File: config.mk
export PLATFORM = sky130hd
export DESIGN_NAME = glyph_blit_rotate_clip
export DESIGN_NICKNAME = d
export VERILOG_FILES = /design/src/design/gbrc_pkg.sv /design/src/design/glyph_blit_rotate_clip.sv /design/src/design/gbrc_counter.sv /design/src/design/gbrc_map.sv
export SDC_FILE = /design/constraint.sdc
export NUM_CORES = 1
export LEC_CHECK = 0
export BUFFER_PORTS_ARGS = -buffer_cell sky130_fd_sc_hd__buf_4
export CAP_MARGIN = 20
export CELL_PAD_IN_SITES_DETAIL_PLACEMENT = 1
export CELL_PAD_IN_SITES_GLOBAL_PLACEMENT = 1
export CORE_MARGIN = 2
export CORE_UTILIZATION = 30
export DETAILED_ROUTE_END_ITERATION = 10
export GPL_ROUTABILITY_DRIVEN = 0
export PLACE_DENSITY = 0.56
export SYNTH_ARGS = -nofsm -noshare
export SYNTH_HDL_FRONTEND = slang
export SYNTH_SLANG_ARGS = --single-unit
File: constraint.sdc
create_clock -name clk -period 13.8 [get_ports clk]
set_clock_uncertainty 0.2 [all_clocks]
set_input_delay 1.38 -clock clk [delete_from_list [all_inputs] [get_ports clk]]
set_output_delay 1.38 -clock clk [all_outputs]
set_load 0.02 [all_outputs]
File: src/design/gbrc_pkg.sv
// ----------------------------------------------------------------------------
// gbrc_pkg
// Shared types, register codes and limits of the glyph blitter.
// ----------------------------------------------------------------------------
package gbrc_pkg;

	localparam int FB_MAX_SIDE       = 4096;
	localparam int GLYPH_MAX_SIDE_DEF = 64;

	localparam int FB_REG_W    = 13;
	localparam int DEPTH_REG_W = 3;
	localparam int GLYPH_REG_W = 7;
	localparam int MODE_REG_W  = 2;
	localparam int CFG_IDX_W   = 3;
	localparam int CFG_DATA_W  = 13;
	localparam int COORD_W     = 16;
	localparam int COLOR_W     = 32;
	localparam int ADDR_W      = 26;
	localparam int IN_TDATA_W  = 104;
	localparam int OUT_TDATA_W = 64;

	// depth at which the alpha byte is written
	localparam int DEPTH_ALPHA = 4;

	typedef enum logic [CFG_IDX_W-1:0] {
		REG_FB_WIDTH     = 3'd0,
		REG_FB_HEIGHT    = 3'd1,
		REG_BYTES_PER_PX = 3'd2,
		REG_GLYPH_WIDTH  = 3'd3,
		REG_GLYPH_HEIGHT = 3'd4,
		REG_PAINT_MODE   = 3'd5
	} cfg_reg_t;

	typedef enum logic [MODE_REG_W-1:0] {
		PAINT_SET   = 2'd0,
		PAINT_CLEAR = 2'd1,
		PAINT_BOTH  = 2'd2
	} paint_mode_t;

	typedef enum logic [1:0] {
		ROT_0   = 2'd0,
		ROT_90  = 2'd1,
		ROT_180 = 2'd2,
		ROT_270 = 2'd3
	} rot_t;

	localparam logic [FB_REG_W-1:0]    RST_FB_WIDTH     = 13'd640;
	localparam logic [FB_REG_W-1:0]    RST_FB_HEIGHT    = 13'd480;
	localparam logic [DEPTH_REG_W-1:0] RST_BYTES_PER_PX = 3'd4;
	localparam logic [GLYPH_REG_W-1:0] RST_GLYPH_WIDTH  = 7'd10;
	localparam logic [GLYPH_REG_W-1:0] RST_GLYPH_HEIGHT = 7'd10;

	typedef struct packed {
		logic [FB_REG_W-1:0]    fb_width;
		logic [FB_REG_W-1:0]    fb_height;
		logic [DEPTH_REG_W-1:0] bytes_per_pixel;
		logic [GLYPH_REG_W-1:0] glyph_width;
		logic [GLYPH_REG_W-1:0] glyph_height;
		logic [MODE_REG_W-1:0]  paint_mode;
	} cfg_t;

	typedef struct packed {
		logic                      glyph_bit;
		logic signed [COORD_W-1:0] origin_x;
		logic signed [COORD_W-1:0] origin_y;
		logic [1:0]                rotation;
		logic [COLOR_W-1:0]        fg_color;
		logic [COLOR_W-1:0]        bg_color;
	} item_t;

	typedef struct packed {
		logic [ADDR_W-1:0] pixel_byte_addr;
		logic [7:0]        red;
		logic [7:0]        green;
		logic [7:0]        blue;
		logic [7:0]        alpha;
		logic              write_alpha;
	} pix_t;

endpackage

File: src/design/glyph_blit_rotate_clip.sv
// ----------------------------------------------------------------------------
// glyph_blit_rotate_clip
// Streaming glyph blitter: one bitmap bit in, at most one framebuffer write out.
// ----------------------------------------------------------------------------
// Each input item is one glyph bit in row-major order with the glyph origin,
// rotation and colours. An internal column/row counter places the bit in the
// glyph; the place is rotated into the frame, clipped, and filtered by the paint
// mode. A visible painted pixel leaves as one item with its column-major byte
// address and colour bytes; others leave nothing but still advance the counter.
// One item is taken every clock while the output does not stall; an input
// register, then a result register hold the work; the path between them is the
// coordinate add, one 13x13 multiply and the depth scaling. Configuration must
// be written only while no item is in flight; the block does not enforce it.
module glyph_blit_rotate_clip #(
	parameter int GLYPH_MAX_SIDE = gbrc_pkg::GLYPH_MAX_SIDE_DEF
) (
	input  logic                                clk,
	input  logic                                arst_n,
	// glyph_bit[0], origin_x[16:1], origin_y[32:17], rotation[34:33],
	// fg_color[66:35], bg_color[98:67], zeros[103:99]
	input  logic [gbrc_pkg::IN_TDATA_W-1:0]     s_tdata,
	input  logic                                s_tvalid,
	output logic                                s_tready,
	// pixel_byte_addr[25:0], red[33:26], green[41:34], blue[49:42],
	// alpha[57:50], zeros[63:58]
	output logic [gbrc_pkg::OUT_TDATA_W-1:0]    m_tdata,
	// write_alpha[0]
	output logic                                m_tuser,
	output logic                                m_tvalid,
	input  logic                                m_tready,
	input  logic                                cfg_we,
	input  logic [gbrc_pkg::CFG_IDX_W-1:0]      cfg_index,
	input  logic [gbrc_pkg::CFG_DATA_W-1:0]     cfg_data
);

	localparam int CW  = $clog2(GLYPH_MAX_SIDE);
	localparam int GSW = CW + 1;

	gbrc_pkg::cfg_t  cfg_q;
	gbrc_pkg::item_t item_in, item_s1;
	gbrc_pkg::pix_t  pix, pix_q;
	logic [CW-1:0]   col, row, col_s1, row_s1;
	logic [GSW-1:0]  gw, gh;
	logic            valid_s1, m_valid_q, visible;
	logic            accept, out_load, s1_go;

	// configuration registers
	always_ff @(posedge clk or negedge arst_n) begin
		if (!arst_n) begin
			cfg_q.fb_width        <= gbrc_pkg::RST_FB_WIDTH;
			cfg_q.fb_height       <= gbrc_pkg::RST_FB_HEIGHT;
			cfg_q.bytes_per_pixel <= gbrc_pkg::RST_BYTES_PER_PX;
			cfg_q.glyph_width     <= gbrc_pkg::RST_GLYPH_WIDTH;
			cfg_q.glyph_height    <= gbrc_pkg::RST_GLYPH_HEIGHT;
			cfg_q.paint_mode      <= gbrc_pkg::PAINT_SET;
		end else if (cfg_we) begin
			case (cfg_index)
				gbrc_pkg::REG_FB_WIDTH:     cfg_q.fb_width <= cfg_data;
				gbrc_pkg::REG_FB_HEIGHT:    cfg_q.fb_height <= cfg_data;
				gbrc_pkg::REG_BYTES_PER_PX:
					cfg_q.bytes_per_pixel <= cfg_data[gbrc_pkg::DEPTH_REG_W-1:0];
				gbrc_pkg::REG_GLYPH_WIDTH:
					cfg_q.glyph_width <= cfg_data[gbrc_pkg::GLYPH_REG_W-1:0];
				gbrc_pkg::REG_GLYPH_HEIGHT:
					cfg_q.glyph_height <= cfg_data[gbrc_pkg::GLYPH_REG_W-1:0];
				gbrc_pkg::REG_PAINT_MODE:
					cfg_q.paint_mode <= cfg_data[gbrc_pkg::MODE_REG_W-1:0];
				default: ;
			endcase
		end
	end

	// glyph size clamped to 1..GLYPH_MAX_SIDE
	always_comb begin
		if (cfg_q.glyph_width == '0) begin
			gw = GSW'(1);
		end else if (32'(cfg_q.glyph_width) > GLYPH_MAX_SIDE) begin
			gw = GSW'(GLYPH_MAX_SIDE);
		end else begin
			gw = GSW'(cfg_q.glyph_width);
		end
		if (cfg_q.glyph_height == '0) begin
			gh = GSW'(1);
		end else if (32'(cfg_q.glyph_height) > GLYPH_MAX_SIDE) begin
			gh = GSW'(GLYPH_MAX_SIDE);
		end else begin
			gh = GSW'(cfg_q.glyph_height);
		end
	end

	always_comb begin
		item_in.glyph_bit = s_tdata[0];
		item_in.origin_x  = s_tdata[16:1];
		item_in.origin_y  = s_tdata[32:17];
		item_in.rotation  = s_tdata[34:33];
		item_in.fg_color  = s_tdata[66:35];
		item_in.bg_color  = s_tdata[98:67];
	end

	// an item with no result leaves stage 1 regardless of the output side
	assign out_load = !m_valid_q || m_tready;
	assign s1_go    = valid_s1 && (!visible || out_load);
	assign s_tready = !valid_s1 || s1_go;
	assign accept   = s_tvalid && s_tready;

	gbrc_counter #(
		.GLYPH_MAX_SIDE(GLYPH_MAX_SIDE)
	) u_counter (
		.clk     (clk),
		.arst_n  (arst_n),
		.advance (accept),
		.gw      (gw),
		.gh      (gh),
		.col     (col),
		.row     (row)
	);

	always_ff @(posedge clk or negedge arst_n) begin
		if (!arst_n) begin
			valid_s1 <= 1'b0;
		end else if (accept) begin
			valid_s1 <= 1'b1;
		end else if (s1_go) begin
			valid_s1 <= 1'b0;
		end
	end

	always_ff @(posedge clk) begin
		if (accept) begin
			item_s1 <= item_in;
			col_s1  <= col;
			row_s1  <= row;
		end
	end

	gbrc_map #(
		.GLYPH_MAX_SIDE(GLYPH_MAX_SIDE)
	) u_map (
		.item    (item_s1),
		.cfg     (cfg_q),
		.col     (col_s1),
		.row     (row_s1),
		.gw      (gw),
		.gh      (gh),
		.visible (visible),
		.pix     (pix)
	);

	always_ff @(posedge clk or negedge arst_n) begin
		if (!arst_n) begin
			m_valid_q <= 1'b0;
		end else if (out_load) begin
			m_valid_q <= valid_s1 && visible;
		end
	end

	always_ff @(posedge clk) begin
		if (out_load && valid_s1 && visible) begin
			pix_q <= pix;
		end
	end

	assign m_tvalid = m_valid_q;
	assign m_tuser  = pix_q.write_alpha;
	assign m_tdata  = {6'd0, pix_q.alpha, pix_q.blue, pix_q.green, pix_q.red,
		pix_q.pixel_byte_addr};

`ifndef SYNTH
	a_accept_fills_s1: assert property (@(posedge clk) disable iff (!arst_n)
		s_tvalid && s_tready |=> valid_s1)
		else $error("accepted item missing from stage 1");

	a_out_from_s1: assert property (@(posedge clk) disable iff (!arst_n)
		$rose(m_tvalid) |-> $past(valid_s1))
		else $error("result appeared without an item in stage 1");

	a_counter_hold: assert property (@(posedge clk) disable iff (!arst_n)
		!(s_tvalid && s_tready) |=> $stable(col) && $stable(row))
		else $error("glyph counter moved without an accepted item");

	a_counter_wrap: assert property (@(posedge clk) disable iff (!arst_n)
		s_tvalid && s_tready && (({1'b0, col} + GSW'(1)) >= gw) |=> col == '0)
		else $error("glyph column did not wrap at the glyph width");

	a_alpha_zero: assert property (@(posedge clk) disable iff (!arst_n)
		m_tvalid && !m_tuser |-> m_tdata[57:50] == 8'd0)
		else $error("alpha byte set while alpha is not written");
`endif

endmodule

File: src/design/gbrc_counter.sv
// ----------------------------------------------------------------------------
// gbrc_counter
// Column and row place of the next glyph bit, wrapping at the glyph size.
// ----------------------------------------------------------------------------
module gbrc_counter #(
	parameter int GLYPH_MAX_SIDE = gbrc_pkg::GLYPH_MAX_SIDE_DEF,
	localparam int CW  = $clog2(GLYPH_MAX_SIDE),
	localparam int GSW = CW + 1
) (
	input  logic           clk,
	input  logic           arst_n,
	input  logic           advance,
	input  logic [GSW-1:0] gw,
	input  logic [GSW-1:0] gh,
	output logic [CW-1:0]  col,
	output logic [CW-1:0]  row
);

	logic [CW-1:0]  col_q, row_q;
	logic [GSW-1:0] col_inc, row_inc;

	assign col_inc = {1'b0, col_q} + GSW'(1);
	assign row_inc = {1'b0, row_q} + GSW'(1);

	always_ff @(posedge clk or negedge arst_n) begin
		if (!arst_n) begin
			col_q <= '0;
			row_q <= '0;
		end else if (advance) begin
			if (col_inc >= gw) begin
				col_q <= '0;
				// a row held past a shrunk glyph also wraps here
				if (row_inc >= gh) begin
					row_q <= '0;
				end else begin
					row_q <= row_inc[CW-1:0];
				end
			end else begin
				col_q <= col_inc[CW-1:0];
			end
		end
	end

	assign col = col_q;
	assign row = row_q;

endmodule

File: src/design/gbrc_map.sv
// ----------------------------------------------------------------------------
// gbrc_map
// Rotation of the glyph place into the frame, clipping, paint decision,
// column-major byte address and colour bytes.
// ----------------------------------------------------------------------------
module gbrc_map #(
	parameter int GLYPH_MAX_SIDE = gbrc_pkg::GLYPH_MAX_SIDE_DEF,
	localparam int CW  = $clog2(GLYPH_MAX_SIDE),
	localparam int GSW = CW + 1
) (
	input  gbrc_pkg::item_t  item,
	input  gbrc_pkg::cfg_t   cfg,
	input  logic [CW-1:0]    col,
	input  logic [CW-1:0]    row,
	input  logic [GSW-1:0]   gw,
	input  logic [GSW-1:0]   gh,
	output logic             visible,
	output gbrc_pkg::pix_t   pix
);

	localparam int XW = GSW + 17;
	localparam int FW = gbrc_pkg::FB_REG_W;
	localparam int AW = gbrc_pkg::ADDR_W;
	localparam logic signed [XW-1:0] ONE = XW'(1);

	logic signed [XW-1:0] ox, oy, cs, rs, gw_m1, gh_m1, px, py;
	logic [FW-1:0]        fw, fh;
	logic                 paint, wa;
	logic [gbrc_pkg::COLOR_W-1:0] color;
	logic [2*FW-1:0]      prod;
	logic [AW-1:0]        lin, addr;

	always_comb begin
		ox    = XW'(item.origin_x);
		oy    = XW'(item.origin_y);
		cs    = $signed(XW'(col));
		rs    = $signed(XW'(row));
		gw_m1 = $signed(XW'(gw)) - ONE;
		gh_m1 = $signed(XW'(gh)) - ONE;

		case (item.rotation)
			gbrc_pkg::ROT_0: begin
				px = ox + cs;
				py = oy + rs;
			end
			gbrc_pkg::ROT_90: begin
				px = ox + gw_m1 - rs;
				py = oy + cs;
			end
			gbrc_pkg::ROT_180: begin
				px = ox + gw_m1 - cs;
				py = oy + gh_m1 - rs;
			end
			default: begin
				px = ox + rs;
				py = oy + gh_m1 - cs;
			end
		endcase
	end

	// frame size clamped to 1..FB_MAX_SIDE
	always_comb begin
		if (cfg.fb_width == '0) begin
			fw = FW'(1);
		end else if (32'(cfg.fb_width) > gbrc_pkg::FB_MAX_SIDE) begin
			fw = FW'(gbrc_pkg::FB_MAX_SIDE);
		end else begin
			fw = cfg.fb_width;
		end
		if (cfg.fb_height == '0) begin
			fh = FW'(1);
		end else if (32'(cfg.fb_height) > gbrc_pkg::FB_MAX_SIDE) begin
			fh = FW'(gbrc_pkg::FB_MAX_SIDE);
		end else begin
			fh = cfg.fb_height;
		end
	end

	always_comb begin
		case (cfg.paint_mode)
			gbrc_pkg::PAINT_SET:   paint = item.glyph_bit;
			gbrc_pkg::PAINT_CLEAR: paint = !item.glyph_bit;
			default:               paint = 1'b1;
		endcase
	end

	assign visible = paint
		&& !px[XW-1] && (px < $signed(XW'(fw)))
		&& !py[XW-1] && (py < $signed(XW'(fh)));

	assign wa    = 32'(cfg.bytes_per_pixel) >= gbrc_pkg::DEPTH_ALPHA;
	assign color = item.glyph_bit ? item.fg_color : item.bg_color;

	// inside the frame both coordinates fit the register width
	assign prod = (2*FW)'(px[FW-1:0]) * (2*FW)'(fh);
	assign lin  = AW'(prod) + AW'(py[FW-1:0]);
	assign addr = wa ? {lin[AW-3:0], 2'b00} : AW'({lin, 1'b0}) + lin;

	always_comb begin
		pix.pixel_byte_addr = addr;
		pix.red             = color[7:0];
		pix.green           = color[15:8];
		pix.blue            = color[23:16];
		pix.alpha           = wa ? color[31:24] : 8'd0;
		pix.write_alpha     = wa;
	end

endmodule
== Word level (Yosys, flattened, before mapping) ==
Cells that the tools add are included.

* Output and inout port bits: 67
* Input port bits: 125
* Flip-flop bits (word level): 229
* Word-level logic and storage cells: 109

* $mul: 1
* Magnitude comparators: 9
* Reduce and logical (&&, ||, !) cells: 33
* Equal/unequal tests: 8
* $add $sub $neg: 16
* Mux-type cells: 17

{| class="wikitable"
|+ Operators with widths
! kind !! count
|-
| 24-bit one-hot mux with 3 select lines || 2
|-
| 24-bit by 7-bit subtractor with 24-bit output || 4
|-
| 16-bit by 7-bit adder with 17-bit output || 4
|-
| 13-bit two-way mux || 4
|-
| 24-bit by 14-bit < comparator with 1-bit output || 2
|-
| 16-bit by 8-bit adder with 17-bit output || 2
|-
| 32-bit two-way mux || 1
|-
| 7-bit two-way mux || 4
|-
| 26-bit by 13-bit adder with 26-bit output || 1
|-
| 26-bit adder || 1
|-
| 13-bit > comparator (second input constant) || 2
|-
| 13-bit logical NOT || 2
|-
| 13-bit by 13-bit multiplier with 26-bit output || 1
|-
| 26-bit two-way mux || 1
|-
| 7-bit by 1-bit subtractor with 8-bit output (second input constant) || 2
|-
| 6-bit by 1-bit adder with 7-bit output (second input constant) || 2
|-
| 7-bit >= comparator || 2
|-
| 7-bit > comparator (second input constant) || 2
|-
| 7-bit logical NOT || 2
|-
| 2-bit AND reduction || 7
|-
| 6-bit two-way mux || 2
|-
| 1-bit logical AND || 9
|-
| 3-bit by 2-bit equality test with 1-bit output (second input constant) || 2
|-
| 3-bit equality test (second input constant) || 2
|-
| 11 further kinds || 21
|}

== Logic depth before layout (Yosys ltp) ==
* Depth after elaboration: 18
* Mapped depth: 52
* Depth with buffers taken out: 52

== Modules after synthesis ==
Synthesis repeated with hierarchy kept, for this count alone.

* Cell total of the unflattened synthesis: 2178
* Area total of the unflattened synthesis: 21773.4 sq um

{| class="wikitable"
|+ By module, submodules not included
! module !! area an instance (sq um) !! cells each !! seq. area each (sq um) !! times used
|-
| gbrc_map || 13608.1 || 1755 || 0.0 || 1
|-
| glyph_blit_rotate_clip || 7131.8 || 304 || 6294.8 || 1
|-
| gbrc_counter || 1033.5 || 119 || 300.3 || 1
|}

== Worst setup path before layout ==
Ideal clock, no wire load.

* Kind: reg2reg
* Start point: register cfg_q[13] (netlist name)
* End point: register pix_q (netlist bit m_tdata[25]) (data pin)
* Path buffers: 0
* Path slack: 2769 ps
* Data required time: 13319 ps
* Cell stages (with the launch flop): 52
* Setup time: 281 ps
* Arrival: 10551 ps
* Clock period less this slack: 11031 ps
* Cell sequence: dfrtp_1 > or3_1 > nor3_1 > nor2_1 > nor2_1 > a21oi_1 > and2_1 > nand2_1 > xor2_1 > ha_1 > a21oi_1 > o21a_1 > o21a_2 > xnor2_1 > ha_1 > a21oi_1 > nand2_1 > nor3_1 > (+16 left out) > a211oi_1 > o211ai_1 > a41oi_1 > nor2_1 > a21oi_1 > nor2b_1 > nor2_1 > xnor2_1 > ha_1 > and3_1 > and3_1 > a221o_1 > nand2_1 > o2111ai_1 > and2_1 > a21oi_1 > mux2i_1 > a31oi_1

{| class="wikitable"
|+ RTL lines
! item !! line !! source
|-
| start: declaration || glyph_blit_rotate_clip.sv:39 || <nowiki>gbrc_pkg::cfg_t cfg_q;</nowiki>
|-
| end signal: assignment || glyph_blit_rotate_clip.sv:159 || <nowiki>pix_q <= pix;</nowiki>
|-
| end: declaration || glyph_blit_rotate_clip.sv:41 || <nowiki>gbrc_pkg::pix_t pix, pix_q;</nowiki>
|}

==> results <==
- Of the total synthesized cell area, the portion taken by XOR and XNOR cells is around 5.5%.
- The transition at the pin with the smallest max-transition slack is 1.13 ns.
- In the synthesized netlist, the number of instances is around 2200.
- Entering global routing, the biggest net connects between 60 and 70 pins.
- Measured against its own limit, the worst slew margin works out to about a quarter.
- Setup violations remaining at the end of the flow were counted as 0.
- The commonest cells after synthesis are sky130_fd_sc_hd__nand2_1, sky130_fd_sc_hd__ha_1, sky130_fd_sc_hd__nor2_1.
- The core box area is ~71000 um2.
- The CTS sink count is approximately 230.
- The number of global-route vias before repair came to about 18000.
- The detail route stage leaves a number of antenna-violating nets equal to 0.
- Of the post-synthesis cell area, the part taken by muxes is roughly 5.1%.
- The element type at the critical path end is a flop.
- The synthesized design devotes to its leading area cell type 23.8% of total area.
- Summed over all layers, the global routing overflow is 0.
- The count of unresolved DRC violations after routing is 0.
- The area of the mapped netlist is ~21000 um2.
- For this run, the detailed router's first-pass iteration total came to 5.
- The first global-routing pass estimated slightly above 100000 um of wire.
- The final routed wire length divided by cell count is between 15 and 20 um.
- The total global-route track usage is between 15 and 20%.
- The longest clock path from root to sink contains 3 buffers.
- In the post-synthesis netlist, the cell with the most instances is sky130_fd_sc_hd__nand2_1.
- The final critical path time including I/O delays and setup is between 10 and 15 ns.
- The worst endpoint required time is 13.91 ns.
- After synthesis the netlist holds a flip-flop and latch count of approximately 230.
- The starting density of the core is between 30% and 40%.
- Along the worst path, the maximum fanout reaches 8.
- In this run the clock root is driven by a sky130_fd_sc_hd__clkbuf_16.
- Counting the buffers created by CTS gives 28.
- The clock reaches the later pin of the worst-skew pair after 0.60 ns.
- The total of max-cap violations is 0.
- The run finished with clean final reports.
- The number of synthesized flops with an enable pin is 170.
- The slowest library cell on the worst path is sky130_fd_sc_hd__fa_1.
- The library cell with the largest summed area after synthesis is sky130_fd_sc_hd__edfxtp_1.
- The wire-length estimate of the detail-placed layout is just over 50000 um.
- The synthesized netlist devotes between 10% and 20% of its cell area to simple gates.
- The area growth from synthesis to final layout is 16.0%.
- The sum of negative setup slack is 0 ns.
- The fill cell total of the finished layout is 8206.
- The die is ~270 um tall.
- The initial antenna violation count came to 1.
- The repair_antennas step left the layout with diodes totalling 0.
- Of all flip-flops after synthesis, the portion carrying an async set or reset was around a quarter.
- In this run the mean area of a mapped cell was 9.83 um2.
- The sequential fraction of the synthesis area is 30.5%.
- Of the cells placed in the final design, the portion with a size suffix greater than 1 is 15.2%.
- The routed via count divided by cell count is between 4 and 5.
- At the end of the flow, the number of nets in the layout was roughly 2900.
- The final count of pins violating max slew came to 0.
- By area the synthesized netlist is led by sky130_fd_sc_hd__edfxtp_1, sky130_fd_sc_hd__ha_1, sky130_fd_sc_hd__fa_1.
- The number of warnings reported in the yosys synthesis log is 0.
- In the synthesized netlist the dominant register cell turns out to be sky130_fd_sc_hd__edfxtp_1.
- The cell that appears most often on the critical path is sky130_fd_sc_hd__a21oi_1.
- The compound-cell area share of the yosys netlist is 13.5%.
- Derived from the worst setup path, the maximum achievable clock frequency is 0.0787 GHz.
- Setup repair after global routing left no endpoint under its margin.
- The critical path is of the flop to flop type.
- The netlist uses 99 different library cells.
- The post-synthesis adder-cell area fraction is a little over a quarter.
- The kind of start point of the critical path is a flop.
- The largest family of logic cells by synthesized area is adder cells.
- The class of the tightest hold or removal check is flop to flop.
- In this run the number of H-tree levels came out at 1.
- Wires add up to around 65000 um.
- The floorplan has 98 rows.
- STA puts the critical path data arrival time at roughly 13 ns.
- The count of final hold-check violations came to 0.
- TritonCTS built the clock tree.
- The floorplan step defined a die boundary enclosing between 70000 and 80000 um2.
- The number of primary I/O pins is around 190.
- The count of buffers from port buffering is 180.
- After clock tree synthesis, the clock-pin slew on the worst setup and hold paths is approximately 0.06 ns.
- The routed layout has 16617 vias.
- The violation count after the first detailed-routing iteration is just over 700.
- Of the available clock period, the critical path in the final layout requires 92.0%.
- The minimum setup slack among reg-to-reg paths is around 1.1 ns.
- The largest single stage delay on the critical path is approximately 0.56 ns.
- The die is 272 um wide.
path summary, 6_finish.rpt:
| kind | from | cells after the start | to |
|---|---|---|---|
| worst max-delay path | cfg_q[13] | 51 | m_tdata[25] |
| worst min-delay path | cfg_q[0] | 1 | cfg_q[0] |
| worst max register to register | cfg_q[13] | 51 | m_tdata[25] |
| worst min register to register | cfg_q[0] | 1 | cfg_q[0] |
| max in group asynchronous | arst_n | 1 | u_counter.col[1] |
| min in group asynchronous | arst_n | 1 | cfg_q[29] |
state kept, by name, indices dropped and copies added (netlist names):
name	cells
valid_s1	1
col_s1	6
m_tuser	1
m_tdata	58
row_s1	6
u_counter.row	6
u_counter.col	6
item_s1	99
m_tvalid	1
cfg_q	43
area by class of cell:
class	count	area, um2	area share (%)
Clock buffer	41	749	3.01
Inverter	201	761	3.06
Timing Repair Buffer	196	1470	5.91
Clock inverter	11	156	0.628
Sequential cell	227	6550	26.3
Tap cell	950	1190	4.77
Multi-Input combinational cell	1718	14000	56.3
metrics by stage:
stage | std cells | setup WS (ns) | area [um2] | hold slack (ns) | util [%]
2_1_floorplan | 2209 | 2.77 | 21600 | 0.280 | -
3_3_place_gp | 3291 | 0.984 | 24000 | 0.296 | 33.7
3_5_place_dp | 3291 | 0.815 | 24000 | 0.316 | 33.7
4_1_cts | 3343 | 0.786 | 24900 | 0.329 | 35.0
5_1_grt | 3344 | 0.0161 | 24900 | 0.344 | 35.0
6_report | 3344 | 1.10 | 24900 | 0.328 | 35.0
logic make-up after synthesis:
logic type	after synthesis
and+or+nand+nor	667
AOI/OAI and AO/OA	429
adders and majority gates	363
buffers and inverters	264
DFF	227
xor gates and xnor gates	134
muxes	100
other	1
worst max-delay path, delay by kind of cell, from the launching register on:
family | cells | cell delay, ns
adders and majority gates | 10 | 4.28
DFF | 1 | 0.42
AOI/OAI and AO/OA | 18 | 3.62
muxes | 1 | 0.21
buffers and inverters | 2 | 0.34
xor gates and xnor gates | 4 | 0.69
and+or+nand+nor | 16 | 2.68
layout by cell type (no fill, tap or decap), drive strengths merged, types with 23 or more instances in the layout:
master / count
clkbuf: 42
edfxtp: 170
a21oi: 115
fa: 139
nor2b: 39
dfrtp: 46
a211oi: 23
ha: 224
nand2b: 29
buf: 195
nand2: 226
a21o: 45
mux2: 68
conb: 25
mux2i: 32
nor2: 198
nand3: 34
xor2: 64
inv: 192
o21ai: 90
nor3: 39
xnor2: 70
repair_timing:
action | CTS | global route
hold buffers | 0 | 0
gates resized for setup | 0 | 2
setup endpoints to repair | 0 | 3
buffers inserted | 0 | 0
metal layers:
metal	global-route usage, %	part of all wire [%]	routed length (um)
met4	3.89	2.1	1350
met1	23.9	48	31300
met2	29.4	47	30200
met3	1.94	2.9	1860
met5	0	0	0
Power is left out: the tool's default activity adds up to more than one toggle a clock period on the data nets, which glitch-free logic cannot reach.
